File: config.mk
export PLATFORM = sky130hd
export DESIGN_NAME = sign_partition_dutch_flag_unit
export DESIGN_NICKNAME = d
export VERILOG_FILES = /design/src/rtl/spdf_pkg.sv /design/src/rtl/spdf_ram.sv /design/src/rtl/spdf_ctrl.sv /design/src/rtl/sign_partition_dutch_flag_unit.sv
export VERILOG_INCLUDE_DIRS = /design/src /design/src/rtl
export SDC_FILE = /design/constraint.sdc
export NUM_CORES = 2
export LEC_CHECK = 0
export BUFFER_PORTS_ARGS = -buffer_cell sky130_fd_sc_hd__buf_2
export CAP_MARGIN = 15
export CORE_MARGIN = 3
export CORE_UTILIZATION = 56
export DETAILED_ROUTE_END_ITERATION = 6
export HOLD_SLACK_MARGIN = 0.08
export PLACE_DENSITY_LB_ADDON = 0.05
export SLEW_MARGIN = 10
export SYNTH_ARGS = -nofsm -noshare
export SYNTH_HDL_FRONTEND = slang
export SYNTH_SLANG_ARGS = --single-unit
export TNS_END_PERCENT = 1
File: constraint.sdc
create_clock -name clk -period 6.06 [get_ports clk]
set_input_delay 0.606 -clock clk [delete_from_list [all_inputs] [get_ports clk]]
set_output_delay 0.606 -clock clk [all_outputs]
set_load 0.01 [all_outputs]
File: src/rtl/sign_partition_dutch_flag_unit_macros.svh
// Assertion macros shared by the partition unit.
`ifndef SIGN_PARTITION_DUTCH_FLAG_UNIT_MACROS_SVH
`define SIGN_PARTITION_DUTCH_FLAG_UNIT_MACROS_SVH

// Same-cycle implication, checked on clk outside reset.
`define SPDF_ASSERT_NOW(lbl, ante, cons, msg) \
    lbl: assert property (@(posedge clk) disable iff (!rst_n) (ante) |-> (cons)) \
        else $error(msg);

// Next-cycle implication, checked on clk outside reset.
`define SPDF_ASSERT_NEXT(lbl, ante, cons, msg) \
    lbl: assert property (@(posedge clk) disable iff (!rst_n) (ante) |=> (cons)) \
        else $error(msg);

`endif

File: src/rtl/spdf_pkg.sv
package spdf_pkg;

    localparam int WORD_W           = 32;
    localparam int MAX_ELEMENTS_DEF = 64;

    typedef struct packed {
        logic signed [WORD_W-1:0] value;
        logic                     final_item;
    } spdf_req_t;

    typedef struct packed {
        logic signed [WORD_W-1:0] value_out;
        logic                     last_out;
        logic                     overflow;
    } spdf_res_t;

    // Flags travelling with an emission read, issued in the cycle before its data
    typedef struct packed {
        logic valid;
        logic last;
        logic overflow;
    } spdf_emit_t;

    typedef enum logic [2:0] {
        ST_IDLE,
        ST_FETCH,
        ST_LOAD,
        ST_EVAL,
        ST_SWAP_LO,
        ST_SWAP_HI,
        ST_EMIT,
        ST_DRAIN
    } spdf_state_t;

endpackage

File: src/rtl/spdf_ram.sv
module spdf_ram #(
    parameter int WIDTH = 32,
    parameter int DEPTH = 64
) (
    input  logic                     clk,
    input  logic                     wr_en,
    input  logic [$clog2(DEPTH)-1:0] wr_addr,
    input  logic [WIDTH-1:0]         wr_data,
    input  logic [$clog2(DEPTH)-1:0] rd_addr_a,
    output logic [WIDTH-1:0]         rd_data_a,
    input  logic [$clog2(DEPTH)-1:0] rd_addr_b,
    output logic [WIDTH-1:0]         rd_data_b
);

    logic [WIDTH-1:0] mem [DEPTH];

    always_ff @(posedge clk)
    begin
        if (wr_en)
        begin
            mem[wr_addr] <= wr_data;
        end
        rd_data_a <= mem[rd_addr_a];
        rd_data_b <= mem[rd_addr_b];
    end

endmodule

File: src/rtl/spdf_ctrl.sv
module spdf_ctrl #(
    parameter int MAX_ELEMENTS = spdf_pkg::MAX_ELEMENTS_DEF
) (
    input  logic                               clk,
    input  logic                               rst_n,
    input  logic                               start,
    input  spdf_pkg::spdf_req_t                req,
    output logic                               busy,
    output logic                               wr_en,
    output logic [$clog2(MAX_ELEMENTS)-1:0]    wr_addr,
    output logic [spdf_pkg::WORD_W-1:0]        wr_data,
    output logic [$clog2(MAX_ELEMENTS)-1:0]    rd_addr_a,
    output logic [$clog2(MAX_ELEMENTS)-1:0]    rd_addr_b,
    input  logic [spdf_pkg::WORD_W-1:0]        rd_data_a,
    input  logic [spdf_pkg::WORD_W-1:0]        rd_data_b,
    output spdf_pkg::spdf_emit_t               emit
);

    import spdf_pkg::*;

    localparam int PTR_W = $clog2(MAX_ELEMENTS);
    localparam int CNT_W = $clog2(MAX_ELEMENTS + 1);
    localparam logic [CNT_W-1:0] CNT_MAX = CNT_W'(MAX_ELEMENTS);

    spdf_state_t       state_reg, state_next;
    logic [CNT_W-1:0]  count_reg, count_next;
    logic [PTR_W-1:0]  lo_reg, lo_next;
    logic [PTR_W-1:0]  hi_reg, hi_next;
    logic [PTR_W-1:0]  idx_reg, idx_next;
    logic              ovf_reg, ovf_next;
    logic [WORD_W-1:0] lo_val_reg, lo_val_next;
    logic [WORD_W-1:0] hi_val_reg, hi_val_next;

    logic             accept;
    logic             full;
    logic [CNT_W-1:0] count_after;
    logic [CNT_W-1:0] count_last;
    logic             idx_is_last;
    logic             ptrs_met;
    logic             lo_neg;
    logic             hi_neg;

    assign accept      = start && (state_reg == ST_IDLE);
    assign full        = (count_reg >= CNT_MAX);
    assign count_after = full ? count_reg : count_reg + CNT_W'(1);
    assign count_last  = count_reg - CNT_W'(1);
    assign idx_is_last = (CNT_W'(idx_reg) == count_last);
    assign ptrs_met    = (lo_reg >= hi_reg);
    assign lo_neg      = lo_val_reg[WORD_W-1];
    assign hi_neg      = hi_val_reg[WORD_W-1];

    always_comb
    begin
        state_next = state_reg;
        unique case (state_reg)
            ST_IDLE:
            begin
                if (accept && req.final_item)
                begin
                    state_next = ST_FETCH;
                end
            end
            ST_FETCH:   state_next = ST_LOAD;
            ST_LOAD:    state_next = ST_EVAL;
            ST_EVAL:
            begin
                if (ptrs_met)
                begin
                    state_next = ST_EMIT;
                end
                else if (lo_neg || !hi_neg)
                begin
                    state_next = ST_FETCH;
                end
                else
                begin
                    state_next = ST_SWAP_LO;
                end
            end
            ST_SWAP_LO: state_next = ST_SWAP_HI;
            ST_SWAP_HI: state_next = ST_EVAL;
            ST_EMIT:
            begin
                if (idx_is_last)
                begin
                    state_next = ST_DRAIN;
                end
            end
            ST_DRAIN:   state_next = ST_IDLE;
            default:    state_next = ST_IDLE;
        endcase
    end

    always_comb
    begin
        busy        = (state_reg != ST_IDLE);
        count_next  = count_reg;
        lo_next     = lo_reg;
        hi_next     = hi_reg;
        idx_next    = idx_reg;
        ovf_next    = ovf_reg;
        lo_val_next = lo_val_reg;
        hi_val_next = hi_val_reg;
        wr_en       = 1'b0;
        wr_addr     = count_reg[PTR_W-1:0];
        wr_data     = req.value;
        rd_addr_a   = (state_reg == ST_EMIT) ? idx_reg : lo_reg;
        rd_addr_b   = hi_reg;
        emit        = '0;

        unique case (state_reg)
            ST_IDLE:
            begin
                if (accept)
                begin
                    if (full)
                    begin
                        ovf_next = 1'b1;
                    end
                    else
                    begin
                        wr_en      = 1'b1;
                        count_next = count_after;
                    end
                    if (req.final_item)
                    begin
                        lo_next = '0;
                        hi_next = PTR_W'(count_after - CNT_W'(1));
                    end
                end
            end
            ST_LOAD:
            begin
                lo_val_next = rd_data_a;
                hi_val_next = rd_data_b;
            end
            ST_EVAL:
            begin
                if (ptrs_met)
                begin
                    idx_next = '0;
                end
                else if (lo_neg)
                begin
                    lo_next = lo_reg + PTR_W'(1);
                end
                else if (!hi_neg)
                begin
                    hi_next = hi_reg - PTR_W'(1);
                end
            end
            ST_SWAP_LO:
            begin
                wr_en   = 1'b1;
                wr_addr = lo_reg;
                wr_data = hi_val_reg;
            end
            ST_SWAP_HI:
            begin
                // second half of the swap: exchange the cached words as well
                wr_en       = 1'b1;
                wr_addr     = hi_reg;
                wr_data     = lo_val_reg;
                lo_val_next = hi_val_reg;
                hi_val_next = lo_val_reg;
            end
            ST_EMIT:
            begin
                emit.valid    = 1'b1;
                emit.last     = idx_is_last;
                emit.overflow = ovf_reg;
                if (!idx_is_last)
                begin
                    idx_next = idx_reg + PTR_W'(1);
                end
            end
            ST_DRAIN:
            begin
                count_next = '0;
                lo_next    = '0;
                hi_next    = '0;
                ovf_next   = 1'b0;
            end
            default:
            begin
                count_next = count_reg;
            end
        endcase
    end

    always_ff @(posedge clk or negedge rst_n)
    begin
        if (!rst_n)
        begin
            state_reg <= ST_IDLE;
            count_reg <= '0;
            lo_reg    <= '0;
            hi_reg    <= '0;
            idx_reg   <= '0;
            ovf_reg   <= 1'b0;
        end
        else
        begin
            state_reg <= state_next;
            count_reg <= count_next;
            lo_reg    <= lo_next;
            hi_reg    <= hi_next;
            idx_reg   <= idx_next;
            ovf_reg   <= ovf_next;
        end
    end

    always_ff @(posedge clk)
    begin
        lo_val_reg <= lo_val_next;
        hi_val_reg <= hi_val_next;
    end

endmodule

File: src/rtl/sign_partition_dutch_flag_unit.sv
// Channel   Handshake             Payload
// request   start / busy          req    (value, final_item)
// result    result_valid strobe   result (value_out, last_out, overflow)
//
// A request that is not final is stored and busy stays low; when the store is
// full it is dropped and overflow is set. A final request starts the partition:
// every pointer step passes through memory read, capture and evaluate, and each
// swap adds two writes through the single write port, then a second evaluate.
// Emission then reads one word a cycle: N results on consecutive cycles, each
// in the cycle after its read, and busy drops the cycle after the last.
// Reset clears count, pointers and overflow; the store needs no clearing.
module sign_partition_dutch_flag_unit #(
    parameter int MAX_ELEMENTS = spdf_pkg::MAX_ELEMENTS_DEF
) (
    input  logic                clk,
    input  logic                rst_n,
    input  logic                start,
    input  spdf_pkg::spdf_req_t req,
    output logic                busy,
    output logic                result_valid,
    output spdf_pkg::spdf_res_t result
);

    import spdf_pkg::*;

    `include "sign_partition_dutch_flag_unit_macros.svh"

    localparam int PTR_W = $clog2(MAX_ELEMENTS);

    logic              wr_en;
    logic [PTR_W-1:0]  wr_addr;
    logic [WORD_W-1:0] wr_data;
    logic [PTR_W-1:0]  rd_addr_a;
    logic [PTR_W-1:0]  rd_addr_b;
    logic [WORD_W-1:0] rd_data_a;
    logic [WORD_W-1:0] rd_data_b;
    spdf_emit_t        emit;
    spdf_emit_t        emit_reg;

    spdf_ctrl #(
        .MAX_ELEMENTS (MAX_ELEMENTS)
    ) u_ctrl (
        .clk       (clk),
        .rst_n     (rst_n),
        .start     (start),
        .req       (req),
        .busy      (busy),
        .wr_en     (wr_en),
        .wr_addr   (wr_addr),
        .wr_data   (wr_data),
        .rd_addr_a (rd_addr_a),
        .rd_addr_b (rd_addr_b),
        .rd_data_a (rd_data_a),
        .rd_data_b (rd_data_b),
        .emit      (emit)
    );

    spdf_ram #(
        .WIDTH (WORD_W),
        .DEPTH (MAX_ELEMENTS)
    ) u_store (
        .clk       (clk),
        .wr_en     (wr_en),
        .wr_addr   (wr_addr),
        .wr_data   (wr_data),
        .rd_addr_a (rd_addr_a),
        .rd_data_a (rd_data_a),
        .rd_addr_b (rd_addr_b),
        .rd_data_b (rd_data_b)
    );

    // register the flags so they line up with the registered read data
    always_ff @(posedge clk or negedge rst_n)
    begin
        if (!rst_n)
        begin
            emit_reg <= '0;
        end
        else
        begin
            emit_reg <= emit;
        end
    end

    always_comb
    begin
        result_valid     = emit_reg.valid;
        result.value_out = rd_data_a;
        result.last_out  = emit_reg.last;
        result.overflow  = emit_reg.overflow;
    end

    `SPDF_ASSERT_NOW(a_result_while_busy, result_valid, busy, "result outside a busy window")
    `SPDF_ASSERT_NEXT(a_final_goes_busy, start && !busy && req.final_item, busy, "final request did not start the partition")
    `SPDF_ASSERT_NEXT(a_results_contiguous, result_valid && !result.last_out, result_valid, "gap inside a result list")
    `SPDF_ASSERT_NEXT(a_last_ends_list, result_valid && result.last_out, !result_valid, "result after the last of a list")

endmodule
# == Word level (Yosys, flattened, before mapping) ==
# Memory sizes are Yosys's and may differ from the RTL's. A register that Yosys moved wholly into a read port is not among the register bits.
# Cells that the tools add are included.
# word_totals
regBits,96
ram_bits,2048
in_bits,36
out_inout_bits,36
word_cells,95
mem_count,1
# mem_list
memory,depth,word_bits,rd,rd_clocked_by_memory_dff,write_ports,line,source
u_store.mem,64,32,2,2,1,spdf_ram.sv:15,logic [WIDTH-1:0] mem [DEPTH];
# op_classes
addsub,6
order_cmp,2
n_eq_ne,20
n_mux,37
n_reduce_logical,18
# op_table
cell,n
32-bit one-hot mux with 2 select lines,3
6-bit two-way mux,12
6-bit one-hot mux with 3 select lines,2
6-bit one-hot mux with 2 select lines,2
7-bit two-way mux,3
3-bit one-hot mux with 7 select lines,1
3-bit two-way mux,5
2-bit != test (second input constant),7
7-bit one-hot mux with 2 select lines,1
6-bit by 1-bit adder with 6-bit output (second input constant),2
3-bit equality test (second input constant),4
6-bit by 1-bit subtractor with 6-bit output (second input constant),2
2-bit by 1-bit != test with 1-bit output (second input constant),5
3-bit AND reduction,3
7-bit by 1-bit adder with 7-bit output (second input constant),1
6-bit by 7-bit equality test with 1-bit output,1
7-bit greater-or-equal comparator (second input constant),1
7-bit by 1-bit subtractor with 7-bit output (second input constant),1
3-bit by 2-bit equality test with 1-bit output (second input constant),2
6-bit greater-or-equal comparator,1
1-bit two-way mux,6
6-bit AND reduction,1
2-bit nonzero test,3
3-bit nonzero test,2
other kinds (9),12

# == Depth between registers and ports, before layout ==
# logic_depth
depth_word,6
ltp_mapped,11

# == Hierarchy ==
# From an unflattened synthesis, not the netlist that was laid out.
# unflattened
cells_unflattened,4932
area_unflattened_um2,101259.6
# by_module_without_submodules
module,n_inst,cells_each,area_per_inst_um2
spdf_ram,1,4412,95660.5
spdf_ctrl,1,517,5524.0
sign_partition_dutch_flag_unit,1,3,75.1

# == Least setup slack after synthesis ==
# OpenSTA, ideal clock, no wires.
# synth_timing
path_kind,reg-to-reg
startpoint,reg u_ctrl.state_reg[0]
endpoint,reg u_ctrl.hi_val_reg[0] (enable)
setup_ns,0.574
t_arrival_ns,5.769
required_ns,5.486
path_slack_ns,-0.283
stages_incl_launch_ff,5
synth_period_minus_slack_ns,6.343
path_cell_list,dfrtp_1 > buf_1 > clkbuf_1 > buf_1 > o21ai_0
# synth_between
elab_chain_len,2
# synth_lines
element,line,source
start: declaration,spdf_ctrl.sv:25,"spdf_state_t state_reg, state_next;"
start signal: assignment,spdf_ctrl.sv:204,state_reg <= state_next;
3-bit by 2-bit equality test with 1-bit output or 3-bit equality test (tied branches),spdf_ctrl.sv:111,unique case (state_reg)
2-bit nonzero test (no line) (*),-,
end signal: assignment,spdf_ctrl.sv:216,hi_val_reg <= hi_val_next;
end: declaration,spdf_ctrl.sv:32,"logic [WORD_W-1:0] hi_val_reg, hi_val_next;"
# Every way passes the cells marked *; elsewhere a longest branch is shown, timed or not.
# A chain may end at the register's enable or synchronous reset.

# == Final worst setup path ==
# layout_timing
startpoint,reg u_ctrl.state_reg[0]
endpoint,"reg u_store.rd_data_a[3], read port of u_store.mem"
# layout_between
elab_chain_len,2
# layout_lines
element,line,source
3-bit equality test,spdf_ctrl.sv:107,rd_addr_a = (state_reg == ST_EMIT) ? idx_reg : lo_reg;
6-bit two-way mux,spdf_ctrl.sv:107,
end: declaration,spdf_ram.sv:10,"output logic [WIDTH-1:0] rd_data_a,"
# Every way passes these cells.

==> impl_metrics.yaml <==
timing:
  period_share: 0.7755
  worstMarginPinSlew_ps: 1229
  rsz0062_at_grt: "false"
  setup_ws_ps: 1360
  max_freq_mhz: 212.8
  setup_viol: 0
  finClkSkew_ps: 26.20
  period_minus_slack_ps: 4700
  hold_viol_final: 0
  slew_viol_final: 0
  fin_setup_tns_ps: 0
  maxSlewHeadroom: 0.1787
floorplan:
  die_h_um: 430.1
  die_area_um2: 184900
  rows: 155
  initial_core_util: 0.5638
  core_um2: 178600
  die_w_um: 430.1
  io_pins: 72
worst_setup_path:
  crit_fanout: 33
  crit_path_start_kind: "register"
  crit_buf_inv: 3
  crit_slowest_cell: "dfrtp_4"
  worstPathCellList: "nand3b_1, buf_4, mux2i_4, buf_12, buf_4, mux2i_1, o22ai_1, o41ai_1, nand4_1"
  crit_family: "buffers and inverters"
  crit_type: "register to register"
  end_kind: "register"
  max_stage_delay_ps: 980
  crit_top_cell: "buf_4"
  worstPathArrival_ps: 5370
  worstPathRequired_ps: 6730
placement:
  place_ws_ps: 1447
  dp_cells: 7774
  dp_hpwl_mm: 180.4
  gp_congestion: 0.8367
  portBuffers: 71
power_and_ir_drop:
  vdd.ir_drop.worst_v: 0.0003841
  p_per_area_nw_per_um2: 442.4
  leakage_nw: 40.07
  p_total_mw: 50.13
yosys:
  syn_area_per_cell_um2: 18.17
  postSynthCellCount: 5543
  synth_cell_type_count: 56
  ys_ff_latch: 2208
  ys_seq_area_frac: 0.6505
  ys_top_cells_by_area: "edfxtp_1 (63%), mux4_2 (15%), mux2i_1 (11%), o22ai_1 (3.2%), dfxtp_1 (1.3%)"
  synth_top_area_frac: 0.6298
  ys_warn_count: 0
  syn-cell-area_um2: 100700
  syn_nets: 5590
  synth_edf_count: 2112
  synthArstFlopShare: 0.01449
  synth_top_cell_by_area: "edfxtp_1"
  synth-main-ff-cell: "edfxtp_1"
detailed_routing:
  routedWlPerCell_um: 39.91
  firstDrtPassIters: 5
  vias: 60600
  viasPerCell: 7.387
  drtIter0Drc: 9131
  wl_mm: 327.5
  ant_nets: 0
  drc: 0
global_route:
  grt.overflow.total: 0
  antenna_found_initial: 8
  grt_pass1_vias: 59010
  grt_pass1_wl_mm: 456.3
  grt_start_max_net_pins: 110
  grt_usage: 0.3524
finish:
  nets: 5695
  final_cells: 8204
  largest_reg_flops: 2048
  seq_area_um2: 65520
  regMostFlops: "u_store.mem"
  area_growth_pct: 12.51
  n_fill_cell: 12330
  fin_util: 0.6343
  drive_gt1_frac: 0.2586
  multi_input_area_um2: 34290
cts:
  cts_setup_buffers: 0
  cts_made_buffers: 225
  insertion_delay_ps: 880
  htreeDepth: 4
  clkTransAtPathRegs_ps: 60
  cts-root-buf: "clkbuf_16"
  cts_tree: "built"
  cts_buffer_depth: 3
  numClockSinks: 2208
outcome:
  outcome: "complete, no violations"
job:
  cap_violations: 0
hold_path:
  hp-class: "input port to register"
## cells in the mapped netlist (all sizes together), types with 3 or more instances
cell type  count
clkbuf       234
buf          198
ha            11
mux4         672
a211oi         3
nand3b         6
xor2           3
mux2i       1074
a31oi          4
o22ai        512
or3            6
dfxtp         64
or2            3
nor3           6
and3           5
nand2b        15
nand4         36
dfrtp         32
xnor2         17
a21oi         18
o21a           5
edfxtp      2112
o41ai        131
nor2         105
inv           14
nand3         10
nand2         89
o21ai         59
mux2          70
## cell usage in the layout (no fill, tap or decap), types with 71 or more instances in the layout
master	Yosys	final
buf_4	10	158
edfxtp_1	2112	2112
clkbuf_16	0	226
o22ai_1	512	512
mux4_2	672	672
buf_12	0	78
mux2i_1	1074	1073
buf_2	131	71
o41ai_1	131	131
nand2_1	89	80
## cell families (layout without fill, tap and decap cells)
group                    Yosys count  in the layout  synth area share
flip-flops                      2208           2208            0.6505
AO/OA/AOI/OAI                    747            747           0.04927
AND/OR/NAND/NOR                  293            293           0.01349
XOR/XNOR                          20             20          0.001740
adder cells (fa/ha/maj)           11             11          0.001367
buffers and inverters            448            749           0.01877
multiplexers                    1816           1816            0.2649
other                              0              5                 0
## metrics by stage
step	instance area (µm²)	hold slack, ps
2_1_floorplan	100700	310.4
3_3_place_gp	105900	482.7
3_5_place_dp	106000	486.6
4_1_cts	113300	125.8
5_1_grt	113300	182.9
6_report	113300	207.9
## timing repair
item / 4_1_cts / 5_1_grt
resized for setup: 0 / 0
hold endpoints to repair: 33 / 0
hold buffers: 2 / 0
setup endpoints to repair: 0 / 0
## path summary, 6_finish.rpt
path,from,to,slack (ps),depth (start not counted)
min in group asynchronous,rst_n,u_ctrl.lo_reg[0],370,2
max in group asynchronous,rst_n,u_ctrl.rd_addr_b[5],5100,2
min,req[0],u_ctrl.rd_addr_b[5],210,3
max reg2reg,u_ctrl.state_reg[0],u_store.rd_data_a[3],1360,9
min reg2reg,u_ctrl.ovf_reg,result[0],510,1
max,u_ctrl.state_reg[0],u_store.rd_data_a[3],1360,9
## layer usage
| layer | up-vias | global-route usage | wire (µm) |
|---|---|---|---|
| met1 | 32050 | 0.5068 | 125800 |
| li1 | 23760 | - | - |
| met2 | 4152 | 0.5357 | 150200 |
| met4 | 0 | 0.1257 | 12680 |
| met3 | 637 | 0.07968 | 38730 |
| met5 | - | 0 | 0 |
## worst register-to-register path, stage by stage (launching register included)
cell	delay (ps)
dfrtp_4	980
nand3b_1	210
buf_4	300
mux2i_4	570
buf_12	340
buf_4	520
mux2i_1	300
o22ai_1	130
o41ai_1	970
nand4_1	190
## power breakdown
group / internal, mW / leakage [nW] / switching [mW]
registers: 18.4 / 20.0 / 0.759
clock network: 7.76 / 3.56 / 6.05
logic: 7.73 / 16.5 / 9.42
total: 33.9 / 40.1 / 16.2
## area by class of cell
class	instances	area share
Multi-Input combinational cell	2887	0.3027
Inverter	16	0.0006184
Timing Repair Buffer	310	0.02781
Tap cell	2355	0.02601
Clock inverter	136	0.01094
Clock buffer	287	0.05353
Antenna cell	5	0.0001104
Sequential cell	2208	0.5783
Note: power is estimated with default switching activity, not from simulation.
